===== src/rtl/brf_pkg.sv =====
// Shared types and constants for the circular byte FIFO.
`default_nettype none

package brf_pkg;

  localparam int CAP_W       = 6;
  localparam int CNT_W       = 6;
  localparam int BYTE_W      = 8;
  localparam int DATA_FIELDS = 8;
  localparam int LANE_IW     = $clog2(DATA_FIELDS);

  // configuration register indexes
  localparam int REG_CAPACITY = 0;

  typedef logic [BYTE_W-1:0] byte_t;

  typedef enum logic [1:0] {
    KIND_WRITE = 2'd0,
    KIND_READ  = 2'd1,
    KIND_DUMP  = 2'd2,
    KIND_CLEAR = 2'd3
  } kind_t;

  typedef enum logic [1:0] {
    ST_OK      = 2'd0,
    ST_REFUSED = 2'd1,
    ST_EMPTY   = 2'd2
  } status_t;

  // work handed from the classifier to the execution side
  typedef enum logic [2:0] {
    OP_STATUS = 3'd0,
    OP_CLEAR  = 3'd1,
    OP_WRITE  = 3'd2,
    OP_READ   = 3'd3,
    OP_DUMP   = 3'd4
  } op_t;

  typedef struct packed {
    op_t                      op;
    logic [CNT_W-1:0]         n;
    status_t                  status;
    logic [CAP_W-1:0]         used;
    logic [CAP_W-1:0]         free;
    byte_t [DATA_FIELDS-1:0]  data;
  } cmd_t;

endpackage

`default_nettype wire


===== src/rtl/byte_ring_fifo_unit.sv =====
// Top level of the circular byte FIFO: APB register, front end, queue, back end, store.
//
// A byte FIFO on a ring of capacity+1 byte slots. An item is taken when start is high
// and busy is low; busy only rises while the two-entry command queue is full. Results
// come out on result_valid for one cycle each and cannot be held off. After an item is
// taken, the back end picks it up from the queue once idle and then moves one byte at
// a time through the store: a write burst of n bytes gives its single result after its
// last byte is written, a read or dump of n bytes gives n results on consecutive cycles,
// and a status-only item (refused, empty, clear, zero-length) gives its result when the
// back end picks it up. The single byte store port sets this pace. Writing the capacity
// register empties the FIFO and must only be done while the block is idle.
`default_nettype none

module byte_ring_fifo_unit import brf_pkg::*; #(
  parameter int MAX_CAPACITY = 63,
  parameter int WRITE_LANES  = 8
) (
  input  wire logic                clk,
  input  wire logic                rst,
  // configuration port
  input  wire logic                psel,
  input  wire logic                penable,
  input  wire logic                pwrite,
  input  wire logic [2:0]          paddr,
  input  wire logic [31:0]         pwdata,
  output logic      [31:0]         prdata,
  output logic                     pready,
  // item channel
  input  wire logic                start,
  output logic                     busy,
  input  wire logic [1:0]          kind,
  input  wire logic [CNT_W-1:0]    count,
  input  wire logic [BYTE_W-1:0]   data_0,
  input  wire logic [BYTE_W-1:0]   data_1,
  input  wire logic [BYTE_W-1:0]   data_2,
  input  wire logic [BYTE_W-1:0]   data_3,
  input  wire logic [BYTE_W-1:0]   data_4,
  input  wire logic [BYTE_W-1:0]   data_5,
  input  wire logic [BYTE_W-1:0]   data_6,
  input  wire logic [BYTE_W-1:0]   data_7,
  // result channel
  output logic                     result_valid,
  output logic [1:0]               status,
  output logic                     has_byte,
  output logic [BYTE_W-1:0]        byte_out,
  output logic                     last,
  output logic [CAP_W-1:0]         bytes_used,
  output logic [CAP_W-1:0]         bytes_free
);

  localparam int PW        = $clog2(MAX_CAPACITY + 1);
  localparam int CAP_RESET = (63 > MAX_CAPACITY) ? MAX_CAPACITY : 63;

  logic                    cfg_clear;
  logic [CAP_W-1:0]        capacity;
  logic [CAP_W-1:0]        cap_wr;
  byte_t [DATA_FIELDS-1:0] data_in;
  logic                    take;
  cmd_t                    front_cmd, head;
  logic                    q_full, q_empty, pop;
  logic                    ram_we;
  logic [PW-1:0]           ram_waddr, ram_raddr;
  byte_t                   ram_wdata, ram_rdata;

  // register write decode, register index from the word address
  assign pready    = 1'b1;
  assign cfg_clear = psel && penable && pwrite && pready &&
                     (32'(paddr[2]) == 32'(REG_CAPACITY));

  // saturate the written capacity into 1..MAX_CAPACITY
  always_comb begin
    cap_wr = pwdata[CAP_W-1:0];
    if (cap_wr == '0) begin
      cap_wr = CAP_W'(1);
    end
    if (int'(cap_wr) > MAX_CAPACITY) begin
      cap_wr = CAP_W'(MAX_CAPACITY);
    end
  end

  always_ff @(posedge clk) begin
    if (rst) begin
      capacity <= CAP_W'(CAP_RESET);
    end else if (cfg_clear) begin
      capacity <= cap_wr;
    end
  end

  always_comb begin
    prdata = '0;
    if (32'(paddr[2]) == 32'(REG_CAPACITY)) begin
      prdata = 32'(capacity);
    end
  end

  // item transfer
  assign busy = q_full;
  assign take = start && !busy;

  assign data_in[0] = data_0;
  assign data_in[1] = data_1;
  assign data_in[2] = data_2;
  assign data_in[3] = data_3;
  assign data_in[4] = data_4;
  assign data_in[5] = data_5;
  assign data_in[6] = data_6;
  assign data_in[7] = data_7;

  brf_front #(
    .MAX_CAPACITY (MAX_CAPACITY),
    .WRITE_LANES  (WRITE_LANES)
  ) u_front (
    .clk       (clk),
    .rst       (rst),
    .take      (take),
    .cfg_clear (cfg_clear),
    .capacity  (capacity),
    .kind      (kind),
    .count     (count),
    .data      (data_in),
    .cmd       (front_cmd)
  );

  brf_queue u_queue (
    .clk      (clk),
    .rst      (rst),
    .push     (take),
    .push_cmd (front_cmd),
    .pop      (pop),
    .head     (head),
    .full     (q_full),
    .empty    (q_empty)
  );

  brf_back #(
    .MAX_CAPACITY (MAX_CAPACITY)
  ) u_back (
    .clk          (clk),
    .rst          (rst),
    .cfg_clear    (cfg_clear),
    .capacity     (capacity),
    .head         (head),
    .q_empty      (q_empty),
    .pop          (pop),
    .ram_we       (ram_we),
    .ram_waddr    (ram_waddr),
    .ram_wdata    (ram_wdata),
    .ram_raddr    (ram_raddr),
    .ram_rdata    (ram_rdata),
    .result_valid (result_valid),
    .status       (status),
    .has_byte     (has_byte),
    .byte_out     (byte_out),
    .last         (last),
    .bytes_used   (bytes_used),
    .bytes_free   (bytes_free)
  );

  brf_ram #(
    .WIDTH (BYTE_W),
    .DEPTH (MAX_CAPACITY + 1)
  ) u_store (
    .clk   (clk),
    .we    (ram_we),
    .waddr (ram_waddr),
    .wdata (ram_wdata),
    .raddr (ram_raddr),
    .rdata (ram_rdata)
  );

endmodule

`default_nettype wire


===== src/rtl/brf_ram.sv =====
// Generic single-write, single-read RAM with registered read data.
`default_nettype none

module brf_ram #(
  parameter int WIDTH = 8,
  parameter int DEPTH = 64
) (
  input  wire logic                     clk,
  input  wire logic                     we,
  input  wire logic [$clog2(DEPTH)-1:0] waddr,
  input  wire logic [WIDTH-1:0]         wdata,
  input  wire logic [$clog2(DEPTH)-1:0] raddr,
  output logic      [WIDTH-1:0]         rdata
);

  logic [WIDTH-1:0] mem [DEPTH];

  always_ff @(posedge clk) begin
    if (we) begin
      mem[waddr] <= wdata;
    end
    rdata <= mem[raddr];
  end

endmodule

`default_nettype wire


===== src/rtl/brf_queue.sv =====
// Two-entry command queue between the classifier and the execution side.
`default_nettype none

module brf_queue import brf_pkg::*; (
  input  wire logic clk,
  input  wire logic rst,
  input  wire logic push,
  input  cmd_t      push_cmd,
  input  wire logic pop,
  output cmd_t      head,
  output logic      full,
  output logic      empty
);

  localparam int QD = 2;

  cmd_t             slot [QD];
  logic             wr_sel;
  logic             rd_sel;
  logic [1:0]       fill;

  assign full  = (fill == 2'(QD));
  assign empty = (fill == 2'd0);
  assign head  = slot[rd_sel];

  // entry storage, no reset needed
  always_ff @(posedge clk) begin
    if (push && !full) begin
      slot[wr_sel] <= push_cmd;
    end
  end

  // pointers and fill level
  always_ff @(posedge clk) begin
    if (rst) begin
      wr_sel <= 1'b0;
      rd_sel <= 1'b0;
      fill   <= 2'd0;
    end else begin
      if (push && !full) begin
        wr_sel <= ~wr_sel;
      end
      if (pop && !empty) begin
        rd_sel <= ~rd_sel;
      end
      case ({push && !full, pop && !empty})
        2'b10:   fill <= fill + 2'd1;
        2'b01:   fill <= fill - 2'd1;
        default: fill <= fill;
      endcase
    end
  end

endmodule

`default_nettype wire


===== src/rtl/brf_front.sv =====
// Front end: accepts items, tracks committed pointers, classifies into commands.
`default_nettype none

module brf_front import brf_pkg::*; #(
  parameter int MAX_CAPACITY = 63,
  parameter int WRITE_LANES  = 8
) (
  input  wire logic                    clk,
  input  wire logic                    rst,
  input  wire logic                    take,
  input  wire logic                    cfg_clear,
  input  wire logic [CAP_W-1:0]        capacity,
  input  wire logic [1:0]              kind,
  input  wire logic [CNT_W-1:0]        count,
  input  byte_t [DATA_FIELDS-1:0]      data,
  output cmd_t                         cmd
);

  localparam int PW    = $clog2(MAX_CAPACITY + 1);
  localparam int AW    = ((PW > CAP_W) ? PW : CAP_W) + 1;
  localparam int LANES = (WRITE_LANES < DATA_FIELDS) ? WRITE_LANES : DATA_FIELDS;

  logic [PW-1:0]    wr_ptr, wr_ptr_next;
  logic [PW-1:0]    rd_ptr, rd_ptr_next;
  logic [AW-1:0]    wp_x, rp_x, cap_x, slots_x, used_x, wsum, rsum;
  logic [CAP_W-1:0] used, free;
  logic [CNT_W-1:0] n_read;

  // occupancy from the committed pointers
  always_comb begin
    wp_x    = AW'(wr_ptr);
    rp_x    = AW'(rd_ptr);
    cap_x   = AW'(capacity);
    slots_x = cap_x + AW'(1);
    used_x  = (wp_x >= rp_x) ? (wp_x - rp_x) : (wp_x + slots_x - rp_x);
    used    = used_x[CAP_W-1:0];
    free    = capacity - used;
    n_read  = (count < used) ? count : used;
    wsum    = wp_x + AW'(count);
    rsum    = rp_x + AW'(n_read);
  end

  // classification
  always_comb begin
    cmd         = '0;
    cmd.data    = data;
    cmd.op      = OP_STATUS;
    cmd.status  = ST_OK;
    cmd.used    = used;
    cmd.free    = free;
    wr_ptr_next = wr_ptr;
    rd_ptr_next = rd_ptr;
    case (kind_t'(kind))
      KIND_WRITE: begin
        if (count > CNT_W'(LANES) || count > free) begin
          cmd.status = ST_REFUSED;
        end else if (count != '0) begin
          cmd.op      = OP_WRITE;
          cmd.n       = count;
          cmd.used    = used + count;
          cmd.free    = free - count;
          wr_ptr_next = (wsum > cap_x) ? PW'(wsum - slots_x) : PW'(wsum);
        end
      end
      KIND_CLEAR: begin
        cmd.op      = OP_CLEAR;
        cmd.used    = '0;
        cmd.free    = capacity;
        wr_ptr_next = '0;
        rd_ptr_next = '0;
      end
      KIND_READ: begin
        if (used == '0) begin
          cmd.status = ST_EMPTY;
        end else if (n_read != '0) begin
          cmd.op      = OP_READ;
          cmd.n       = n_read;
          cmd.used    = used - n_read;
          cmd.free    = free + n_read;
          rd_ptr_next = (rsum > cap_x) ? PW'(rsum - slots_x) : PW'(rsum);
        end
      end
      default: begin
        // dump: stream everything, remove nothing
        if (used == '0) begin
          cmd.status = ST_EMPTY;
        end else begin
          cmd.op = OP_DUMP;
          cmd.n  = used;
        end
      end
    endcase
  end

  // committed pointers
  always_ff @(posedge clk) begin
    if (rst || cfg_clear) begin
      wr_ptr <= '0;
      rd_ptr <= '0;
    end else if (take) begin
      wr_ptr <= wr_ptr_next;
      rd_ptr <= rd_ptr_next;
    end
  end

endmodule

`default_nettype wire


===== src/rtl/brf_back.sv =====
// Back end: executes queued commands against the byte store and drives results.
`default_nettype none

module brf_back import brf_pkg::*; #(
  parameter int MAX_CAPACITY = 63
) (
  input  wire logic                                 clk,
  input  wire logic                                 rst,
  input  wire logic                                 cfg_clear,
  input  wire logic [CAP_W-1:0]                     capacity,
  input  cmd_t                                      head,
  input  wire logic                                 q_empty,
  output logic                                      pop,
  output logic                                      ram_we,
  output logic [$clog2(MAX_CAPACITY + 1)-1:0]       ram_waddr,
  output byte_t                                     ram_wdata,
  output logic [$clog2(MAX_CAPACITY + 1)-1:0]       ram_raddr,
  input  byte_t                                     ram_rdata,
  output logic                                      result_valid,
  output logic [1:0]                                status,
  output logic                                      has_byte,
  output byte_t                                     byte_out,
  output logic                                      last,
  output logic [CAP_W-1:0]                          bytes_used,
  output logic [CAP_W-1:0]                          bytes_free
);

  localparam int PW = $clog2(MAX_CAPACITY + 1);
  localparam int AW = ((PW > CAP_W) ? PW : CAP_W) + 1;

  typedef enum logic [2:0] {
    S_IDLE  = 3'b001,
    S_WRITE = 3'b010,
    S_READ  = 3'b100
  } state_t;

  state_t           state;
  cmd_t             cmd;
  logic [CNT_W-1:0] idx;
  logic             at_end;
  logic [PW-1:0]    wr_ptr, rd_ptr, cur;
  logic [PW-1:0]    wr_ptr_inc, cur_inc;

  // wrap at the last slot, which sits at index capacity
  function automatic logic [PW-1:0] bump(input logic [PW-1:0] p,
                                         input logic [CAP_W-1:0] cap);
    logic [AW-1:0] px;
    px = AW'(p);
    return (px == AW'(cap)) ? '0 : PW'(px + AW'(1));
  endfunction

  assign wr_ptr_inc = bump(wr_ptr, capacity);
  assign cur_inc    = bump(cur, capacity);
  assign at_end     = (idx == (cmd.n - CNT_W'(1)));

  assign pop       = (state == S_IDLE) && !q_empty;
  assign ram_we    = (state == S_WRITE);
  assign ram_waddr = wr_ptr;
  assign ram_wdata = cmd.data[idx[LANE_IW-1:0]];
  assign ram_raddr = cur;
  assign byte_out  = has_byte ? ram_rdata : '0;

  // sequencer
  always_ff @(posedge clk) begin
    if (rst) begin
      state        <= S_IDLE;
      result_valid <= 1'b0;
      wr_ptr       <= '0;
      rd_ptr       <= '0;
    end else begin
      result_valid <= 1'b0;
      if (cfg_clear) begin
        wr_ptr <= '0;
        rd_ptr <= '0;
      end
      case (state)
        S_IDLE: begin
          if (!q_empty) begin
            cmd        <= head;
            idx        <= '0;
            cur        <= rd_ptr;
            status     <= head.status;
            has_byte   <= 1'b0;
            last       <= 1'b1;
            bytes_used <= head.used;
            bytes_free <= head.free;
            case (head.op)
              OP_WRITE: state <= S_WRITE;
              OP_READ:  state <= S_READ;
              OP_DUMP:  state <= S_READ;
              OP_CLEAR: begin
                wr_ptr       <= '0;
                rd_ptr       <= '0;
                result_valid <= 1'b1;
              end
              default:  result_valid <= 1'b1;
            endcase
          end
        end
        S_WRITE: begin
          // one byte into the store per cycle, result after the last one
          wr_ptr <= wr_ptr_inc;
          idx    <= idx + CNT_W'(1);
          if (at_end) begin
            result_valid <= 1'b1;
            state        <= S_IDLE;
          end
        end
        S_READ: begin
          // address goes out now, byte and strobe line up next cycle
          cur          <= cur_inc;
          idx          <= idx + CNT_W'(1);
          result_valid <= 1'b1;
          status       <= ST_OK;
          has_byte     <= 1'b1;
          last         <= at_end;
          if (at_end) begin
            if (cmd.op == OP_READ) begin
              rd_ptr <= cur_inc;
            end
            state <= S_IDLE;
          end
        end
        default: state <= S_IDLE;
      endcase
    end
  end

endmodule

`default_nettype wire

===== config.mk =====
export PLATFORM = sky130hd
export DESIGN_NAME = byte_ring_fifo_unit
export DESIGN_NICKNAME = d
export VERILOG_FILES = /design/src/rtl/brf_pkg.sv /design/src/rtl/byte_ring_fifo_unit.sv /design/src/rtl/brf_ram.sv /design/src/rtl/brf_queue.sv /design/src/rtl/brf_front.sv /design/src/rtl/brf_back.sv
export SDC_FILE = /design/constraint.sdc
export NUM_CORES = 1
export LEC_CHECK = 0
export CAP_MARGIN = 10
export CELL_PAD_IN_SITES_DETAIL_PLACEMENT = 1
export CELL_PAD_IN_SITES_GLOBAL_PLACEMENT = 1
export CORE_MARGIN = 2
export CORE_UTILIZATION = 26
export DETAILED_ROUTE_END_ITERATION = 8
export DONT_BUFFER_PORTS = 1
export GPL_TIMING_DRIVEN = 0
export HOLD_SLACK_MARGIN = 0.15
export PLACE_DENSITY = 0.52
export SLEW_MARGIN = 25
export SYNTH_ARGS = -nofsm -noshare
export SYNTH_HDL_FRONTEND = slang
export SYNTH_SLANG_ARGS = --single-unit

===== constraint.sdc =====
create_clock -name clk -period 8.9 [get_ports clk]
set_clock_uncertainty 0.15 [all_clocks]
set_input_delay 0.89 -clock clk [delete_from_list [all_inputs] [get_ports clk]]
set_output_delay 0.89 -clock clk [all_outputs]
set_load 0.01 [all_outputs]

; Yosys cells after proc, flatten, opt, wreduce, memory -nomap -nowiden
; Memories as Yosys holds them, arrays and structs flattened. A register that Yosys moved wholly into a read port is not among the register bits.
; Index checks and enable logic that the tools add are counted.
[word_totals]
ram_bits = 686
out_inout_bits = 59
reg_bits = 139
elab_cells = 180
n_memories = 2
[mem_list]
columns = memory, depth, width, read_ports, rd_clocked_by_memory_dff, wr, line
row1 = u_store.mem, 64, 8, 1, 1, 1, brf_ram.sv:16  ; logic [WIDTH-1:0] mem [DEPTH];
row2 = u_queue.slot, 2, 87, 1, 1, 1, brf_queue.sv:17  ; cmd_t slot [QD];
[classes]
n_reduce_logical = 31
bitwise_logic = 5
n_eq_ne = 23
order_cmp = 7
mux = 66
n_addsub = 19
[op_table]
columns = operator, count
row1 = 2-to-1 mux 6 bit, 22
row2 = case mux 6 bit (2 select lines), 6
row3 = 2-to-1 mux 12 bit, 4
row4 = subtractor 6 bit, 7
row5 = case mux 12 bit (3 select lines), 1
row6 = 2-to-1 mux 8 bit, 4
row7 = 2-to-1 mux 9 bit, 3
row8 = adder 6 x 1 -> 6 bit (second input constant), 4
row9 = binary-select mux 8 bit (select 3 bit), 1
row10 = case mux 8 bit (3 select lines), 1
row11 = adder 6 bit, 3
row12 = equality test 6 bit, 3
row13 = adder 6 x 6 -> 7 bit, 2
row14 = greater-than comparator 7 x 6 -> 1 bit, 2
row15 = equality test 3 x 2 -> 1 bit (second input constant), 4
row16 = zero test 6 bit, 2
row17 = 2-to-1 mux 1 bit, 12
row18 = case mux 3 bit (2 select lines), 2
row19 = AND reduction 3 bit, 4
row20 = nonzero test 6 bit, 2
row21 = nonzero test 2 bit, 5
row22 = case mux 3 bit (3 select lines), 1
row23 = case mux 2 bit (2 select lines), 2
row24 = AND reduction 4 bit, 2
row25 = other kinds (26), 52

; Logic depth before layout (Yosys ltp)
; Gate-level depths: netlist (run 1).
[depth]
depth_word = 12
mapped_depth = 36
depth_no_buf = 34

; Modules after synthesis
; From an unflattened synthesis (run 1), not the netlist that was laid out.
[unflattened]
hier_cells = 2216
area_unflattened_um2 = 36731.5
[by_module_without_submodules]
columns = module, cells_each, seq_area_each_um2, area_per_inst_um2, n_inst
row1 = brf_ram, 940, 15534.9, 20166.8, 1
row2 = brf_queue, 297, 5325.1, 6497.5, 1
row3 = brf_back, 311, 3353.2, 4878.4, 1
row4 = brf_front, 604, 240.2, 4658.2, 1
row5 = byte_ring_fifo_unit, 64, 120.1, 530.5, 1

; Worst setup path before layout (run 1)
; OpenSTA, ideal clock, no wires.
[synth_path]
path_type = register -> register
from = reg capacity[1]
to = reg u_front.rd_ptr[2]
required_ns = 8.628
n_path_buf = 2
setup_slack_ns = 2.007
t_arrival_ns = 6.621
path_stages_with_launch = 30
path_cell_list = dfxtp_1 > ha_1 > fa_1 > fa_1 > a21o_1 > a21oi_1 > xor2_1 > a21boi_1 > ha_1 > o31a_1 > o311a_1 > nor2_1 > clkbuf_1 > nand2_1 > o21ai_0 > ha_1 > inv_1 > fa_1 > inv_1 > a21o_1 > a21oi_1 > xnor2_1 > ha_1 > nand3_1 > or3_1 > a221oi_1 > clkbuf_1 > nor2_1 > a21oi_1 > o2bb2ai_1
[synth_between]
elab_chain_cells = 12
elab_cells_between_ends = 18
classes_between = add/sub: 5 / order compare: 2 / eq/ne: 2 / mux: 6 / reduce/logical: 3
[synth_rtl]
columns = item, line
row1 = "start, declared", byte_ring_fifo_unit.sv:55  ; logic [CAP_W-1:0] capacity;
row2 = "start signal, assigned", byte_ring_fifo_unit.sv:83  ; capacity <= CAP_W'(CAP_RESET);
row3 = "start signal, assigned", byte_ring_fifo_unit.sv:85  ; capacity <= cap_wr;
row4 = adder 6 x 1 -> 6 bit, brf_front.sv:34  ; slots_x = cap_x + AW'(1);
row5 = adder 6 bit, brf_front.sv:35  ; used_x = (wp_x >= rp_x) ? (wp_x - rp_x) : (wp_x + slots_x - rp_x);
row6 = subtractor 6 bit, brf_front.sv:35
row7 = 2-to-1 mux 6 bit, brf_front.sv:35
row8 = less-than comparator 6 bit, brf_front.sv:38  ; n_read = (count < used) ? count : used;
row9 = 2-to-1 mux 6 bit, brf_front.sv:38
row10 = adder 6 x 6 -> 7 bit, brf_front.sv:40  ; rsum = rp_x + AW'(n_read);
row11 = subtractor 6 bit / greater-than comparator 7 x 6 -> 1 bit (equally long branches), brf_front.sv:80  ; rd_ptr_next = (rsum > cap_x) ? PW'(rsum - slots_x) : PW'(rsum);
row12 = 2-to-1 mux 6 bit, brf_front.sv:80
row13 = 2-to-1 mux 6 bit, brf_front.sv:75  ; end else if (n_read != '0) begin
row14 = 2-to-1 mux 6 bit, brf_front.sv:73  ; if (used == '0) begin
row15 = case mux 6 bit (2 select lines), brf_front.sv:53  ; case (kind_t'(kind))
row16 = "end signal, assigned", brf_front.sv:102  ; rd_ptr <= rd_ptr_next;
row17 = "end, declared", brf_front.sv:24  ; logic [PW-1:0] rd_ptr, rd_ptr_next;
; Parallel ways exist; a longest one is shown, timed or not. The select of a mux whose other input is x is not followed.
; A chain may end at the register's enable or synchronous reset.

; Worst setup path after layout (run 1)
[layout_path]
from = reg capacity[1]
to = reg u_front.rd_ptr[1]
; The elaborated chain is that of the path after synthesis.

==> results of run 1 <==
-- cells in the mapped netlist, types with 4 or more instances --
cell	n
a211o_1	6
a211oi_1	6
a21boi_0	4
a21o_1	28
a21oi_1	71
a221o_1	5
a221oi_1	5
a22oi_1	9
and2_1	9
and3_1	5
buf_1	24
buf_4	28
clkbuf_1	58
dfxtp_1	47
edfxtp_1	787
fa_1	15
ha_1	87
inv_1	81
mux2_2	93
mux2i_1	11
mux4_2	184
nand2_1	38
nand2b_1	11
nand3_1	20
nand3b_1	6
nor2_1	154
nor2b_1	15
nor3_1	21
o21a_1	6
o21ai_0	34
o21ai_1	7
o21bai_1	10
o2bb2ai_1	6
o31ai_1	9
or3_1	8
xnor2_1	51
xor2_1	25
-- worst register-to-register path: cells and delay by family, from the launching register on --
| family | cells | cell delay (ns) |
|---|---|---|
| compound gates | 13 | 2.78 |
| xor+xnor | 2 | 0.48 |
| fa+ha+maj | 6 | 2.54 |
| buf+inv | 3 | 0.71 |
| flops | 1 | 0.54 |
| simple gates | 3 | 0.99 |
-- layout make-up --
class | instances | share of cell area [%]
clock inverter | 50 | 1.113
sequential | 834 | 58.46
timing repair buffer | 66 | 2.083
inverter | 82 | 0.7411
multi-input combinational | 1043 | 25.32
clock buffer | 114 | 5.643
buffer | 111 | 1.298
tap | 1794 | 5.340
-- cell families (layout without fill, tap and decap cells) --
logic type,after synthesis,after routing
mux,289,289
flops,834,834
xor+xnor,77,77
simple gates,308,308
buf+inv,193,423
other cells,2,27
fa+ha+maj,102,102
compound gates,240,240
-- routing by layer --
metal | part of all wire (%) | vias up
met1 | 44 | 10090
met2 | 50 | 397
met4 | 2.1 | 8
met3 | 4.1 | 121
met5 | 0.059 | -
li1 | - | 8389
-- report_power, final --
group	switching [mW]	internal (mW)
registers	0.120	5.18
clock network	1.55	2.07
logic	2.86	1.73
total	4.54	8.98
-- state kept, by name (all words and copies together), names as in the netlist, named ones only --
register and cells:
capacity 6, u_back.bytes_free 6, u_back.bytes_used 6, u_back.cmd 73, u_back.has_byte 1, u_back.idx 6
u_back.last 1, u_back.ram_raddr 6, u_back.ram_waddr 6, u_back.rd_ptr 6, u_back.result_valid 1, u_back.state 3
u_back.status 2, u_front.rd_ptr 6, u_front.wr_ptr 6, u_queue.fill 2, u_queue.rd_sel 1, u_queue.slot 174
u_queue.wr_sel 1, u_store.mem 512, u_store.rdata 8
-- path summary, 6_finish.rpt --
path,slack [ns],end,start,cells past startpoint
max reg2reg,0.59,u_front.rd_ptr[1],capacity[1],27
min reg2reg,0.35,u_back.rd_ptr[1],u_back.rd_ptr[1],2
max,0.59,u_front.rd_ptr[1],capacity[1],27
min,0.20,u_queue.slot[0][32],data_4[0],0
-- stage by stage --
step	instance area (um2)	worst slack, ns	power [mW]	instances	TNS, ns
after global routing	42040	0.1057	14.22	4094	0
final	42040	0.5939	13.52	4094	0
after CTS	42000	0.1316	13.69	4094	0
after global placement	38210	-0.1214	9.798	3864	-0.5298
after floorplan	35970	2.007	8.386	2070	0
after detailed placement	38640	-0.2759	9.991	3878	-1.151
-- what timing repair did --
| item | 4_1_cts | 5_1_grt |
|---|---|---|
| hold endpoints to repair | 98 | 0 |
| resized for setup | 2 | 10 |
| hold buffers | 52 | 0 |
| setup endpoints to repair | 5 | 5 |
==> flow_summary.toml, run 1 <==
[power_and_ir_drop]
leakage_nw = 13.75
powerDensity_nw_per_um2 = 321.6
peakVddDrop_mv = 0.1764

[timing]
fin_crit_sh_pct = 93.33
finalMaxSlewViolations = 0
hold_viol = 0
finalSetupViolations = 0
fmax_mhz = 120.4
rsz0062_at_grt = "no"
layout_min_cycle_time_ns = 8.306
relSlewSlack_pct = 33.52
tightest_slew_ns = 0.9944
whs_ns = 0.1966

[synthesis]
post_synth_xor_area_fraction_pct = 1.918
ys_seq_area_share_pct = 68.50
syn_avg_cell_area_um2 = 17.54
synth.distinct_cells = 77
async_reset_ff_share_pct = 0
synth_area_um2 = 35880
yosys_register_bits = 834
synthSimpleGateAreaFrac_pct = 4.025
ys_warn_count = 0
synth_mux_area_share_pct = 14.82
synth-compound-area-share_pct = 4.534
synth_ff_type = "edfxtp_1"
yosysTopAreaCell = "edfxtp_1"
synth_fa_ha_area_share_pct = 3.871
netlist_instances = 2045
synth_top_family_by_area = "multiplexers"
synth_top_area_share_pct = 65.87
synth_edf_count = 787
ys_top_cells_by_area = "edfxtp_1 66%, mux4_2 12%, ha_1 3.0%"

[layout]
drive_gt1_share_pct = 21.52
fillers = 14149
fin_nets = 2442
syn_to_final_growth_pct = 17.18
num_antenna_cells = 0
final_cell_mix = "787 x edfxtp_1, 184 x mux4_2, 151 x nor2_1"
seqCellArea_um2 = 24570
multi_input_area_um2 = 10650
postLayoutCoreUtil_pct = 30.65
final_common_cell = "edfxtp_1"

[floorplan]
io_pins = 172
chipWidth_um = 375.5
row_count = 136
dieHeight_um = 375.5
core_area_um2 = 137200
start_util_pct = 26.16
dieArea_um2 = 141000

[clock_tree]
post-cts-setup-buffers = 0
clk_pin_slew_worst_paths_ns = 0.06
clock_path_buffers = 3
clk_latency_ns = 0.66
cts_tree = "yes"
cts_made_buffers = 89
clock-sinks = 834
cts_root_buf = "clkbuf_16"
htreeDepth = 3

[run]
cap_violations = 0

[grt]
met3_usage_pct = 2.278
grt_pass1_vias = 20796
grt.total_usage_pct = 13.70
gr-usage-met1_pct = 17.87
grt_busiest_layer = "met2"
grt_max_degree = 65
antenna_found_initial = 5
grt_pass1_wl_mm = 142.9
gr-total-overflow = 0
grt.met2_usage_pct = 23.58

[place]
hpwl_mm = 67.08
port_buffers = 0
globalplace.congestion = 0.8046

[drt]
routed_wl_mm = 96.55
drt-wirelength-per-cell_um = 23.58
drc = 0
vias = 19005
ant_nets = 0
dr.pass1.iters = 5
drt_iter0_markers = 1343
routed_via_density = 4.642

[critical_path]
cpMostUsedCell = "a21oi_1"
crit_path_start_kind = "flop"
crit_path_max_fanout = 10
crit_arrival_ns = 8.69
cp-end-kind = "flop"
worstPathRequired_ns = 9.28
path_class = "flop to flop"
cp.buffers_inverters = 3
cp_top_family = "compound AO/OA/AOI/OAI gates"
slowest_delay_ns = 0.54
slowest_stage = "dfxtp_2"

[min_path]
hp-class = "input port to flop"

[status]
status = "complete, no violations"
(Power assumes the default switching activity.)
==> run 2: changes to the inputs <==
Settings changed: SYNTH_HIERARCHICAL set to 1.
==> run 2 against run 1 <==
  * Clock-buffer cell count rose by 10
  * Setup slack improved by 0.036 ns
  * Non-clock buffer count fell by 1
  * Design area rose by 1.2%
  * Core utilization fell by 0.23 points
  * Wire length rose by 4.3%
  * Global-route usage rose by 0.12 points
  * Sequential share of layout area fell by 0.70 points
  * Combinational power fell by 39%
  * Synthesized area rose by 2.4%
  * Register-to-register slack improved by 0.04 ns
  * Critical endpoint is now u_front/rd_ptr[1]
  * Largest cell class unchanged
  * Largest power group unchanged
  * Highest routed layer is now met4
==> flow_summary.toml, run 2 <==
[grt]
grt_pass1_vias = 21655
antenna_found_initial = 4
grt_pass1_wl_mm = 148.6
grt_max_degree = 66
grt.total_usage_pct = 13.82
gr-total-overflow = 0

[timing]
hold_viol = 0
setup_tns_ns = 0
fmax_mhz = 120.9
finalSetupViolations = 0
relSlewSlack_pct = 30.48
finalMaxSlewViolations = 0
layout_min_cycle_time_ns = 8.270
tightest_slew_ns = 1.039
fin_crit_sh_pct = 92.92
whs_ns = 0.1928
rsz0062_at_grt = "no"

[power_and_ir_drop]
leakage_nw = 14.13
powerDensity_nw_per_um2 = 283.1
peakVddDrop_mv = 0.1993
total_power_mw = 12.05

[critical_path]
cp-end-kind = "flop"
crit_path_max_fanout = 11
crit_arrival_ns = 8.68
crit_path_start_kind = "flop"
path_class = "flop to flop"
worstPathRequired_ns = 9.31

[drt]
drt-wirelength-per-cell_um = 23.41
vias = 19776
drc = 0
routed_wl_mm = 100.7
drt_iter0_markers = 1281
dr.pass1.iters = 5
routed_via_density = 4.597
ant_nets = 0

[synthesis]
syn_avg_cell_area_um2 = 16.58
yosysTopAreaCell = "edfxtp_1"
synth_top_area_share_pct = 64.34
synth_edf_count = 787
yosys_register_bits = 834
netlist_instances = 2216
synth_ff_type = "edfxtp_1"
netlist_top_cells_count = "787 x edfxtp_1, 153 x nor2_1, 142 x mux4_2"
ys_warn_count = 6
synth.distinct_cells = 91
synth_most_common_cell = "edfxtp_1"
ys_top_cells_by_area = "edfxtp_1 64%, mux4_2 8.7%, mux2_2 3.4%"
async_reset_ff_share_pct = 0
synth_area_um2 = 36730
ys_seq_area_share_pct = 66.90

[layout]
final_cell_mix = "787 x edfxtp_1, 153 x nor2_1, 142 x mux4_2"
fin_nets = 2556
drive_gt1_share_pct = 24.20
largest_register = "u_store/mem"
final_common_cell = "edfxtp_1"
largest_reg_flops = 512
top_regs = "u_store/mem x512, u_queue/slot x174, u_back/cmd x73"
syn_to_final_growth_pct = 15.84
num_antenna_cells = 0
postLayoutCoreUtil_pct = 30.42

[run]
cap_violations = 0

[floorplan]
row_count = 137
dieArea_um2 = 144300
start_util_pct = 26.26
io_pins = 172
core_area_um2 = 139900
dieHeight_um = 379.9
chipWidth_um = 379.9

[clock_tree]
cts_tree = "yes"
clock_path_buffers = 3
clk_pin_slew_worst_paths_ns = 0.06
cts_root_buf = "clkbuf_16"
clock-sinks = 834
cts_made_buffers = 95
clk_latency_ns = 0.67
htreeDepth = 3

[place]
port_buffers = 0
globalplace.congestion = 0.8371
hpwl_mm = 69.01

[status]
status = "complete, no violations"

[min_path]
hp-class = "input port to flop"
-- run 2: metrics by stage --
step | cells | area (um2) | setup WS, ns
2_1_floorplan | 2241 | 36830 | 1.579
3_5_place_dp | 4122 | 39360 | -0.7643
3_3_place_gp | 4117 | 39170 | -0.7242
4_1_cts | 4302 | 42520 | 0.08338
5_1_grt | 4302 | 42550 | 0.1252
6_report | 4302 | 42550 | 0.6297
-- run 2: worst max-delay path: stages (launching register included) --
cell	delay (ns)
dfxtp_2	0.63
ha_1	0.35
fa_1	0.53
inv_1	0.08
fa_1	0.47
xor2_1	0.17
mux2i_2	0.40
inv_1	0.26
ha_1	0.34
a21oi_1	0.06
nor2_1	0.12
nor2_1	0.05
o21bai_1	0.39
maj3_1	0.33
buf_2	0.25
nor2_1	0.06
a21oi_1	0.51
ha_1	0.39
a21oi_1	0.27
o21bai_1	0.09
a21oi_1	0.20
xnor2_1	0.12
ha_1	0.31
nand3_1	0.10
or3_1	0.40
a221oi_4	0.49
mux2_2	0.40
a22o_2	0.22
-- run 2: cells by family after synthesis --
group / count (synthesis) / synth area share, %
simple gates: 408 / 5.419
buf+inv: 238 / 3.832
xor+xnor: 84 / 2.061
compound gates: 267 / 5.123
flops: 834 / 66.90
fa+ha+maj: 100 / 3.706
mux: 283 / 12.94
other cells: 2 / 0.02045
-- run 2: layout make-up --
type | instances | area [um2]
repair buffers | 6 | 127.6
plain buffers | 170 | 1154
well taps | 1876 | 2347
inverters | 68 | 265.3
multi-input cells | 1169 | 10940
fillers | 14656 | 97320
clock inverters | 55 | 546.8
flip-flops and latches | 834 | 24580
clock buffers | 124 | 2590
-- run 2: worst paths after layout --
check / startpoint / end / slack [ns] / depth (start not counted)
max: capacity[0] / u_front/rd_ptr[1] / 0.63 / 27
min: rst / capacity[3] / 0.19 / 1
min reg2reg: u_back/rd_ptr[4] / u_back/rd_ptr[4] / 0.32 / 1
max reg2reg: capacity[0] / u_front/rd_ptr[1] / 0.63 / 27
-- run 2: where the power goes --
part	switching, mW	internal (mW)	leakage, nW
combinational	1.81	0.984	5.06
clock	1.60	2.32	1.53
sequential	0.149	5.19	7.54
total	3.55	8.49	14.1
-- run 2: timing repair --
action                                  4_1_cts  5_1_grt
resized for setup                             4        5
hold buffers                                  1        0
buffers inserted                              0        0
endpoints found under the hold margin        10        0
endpoints found under the setup margin        6        6
-- run 2: routing by layer --
metal,wire [um],global-route usage (%)
met5,0,0
met4,3029,4.505
met3,4782,2.459
met2,49980,23.55
met1,42930,17.72
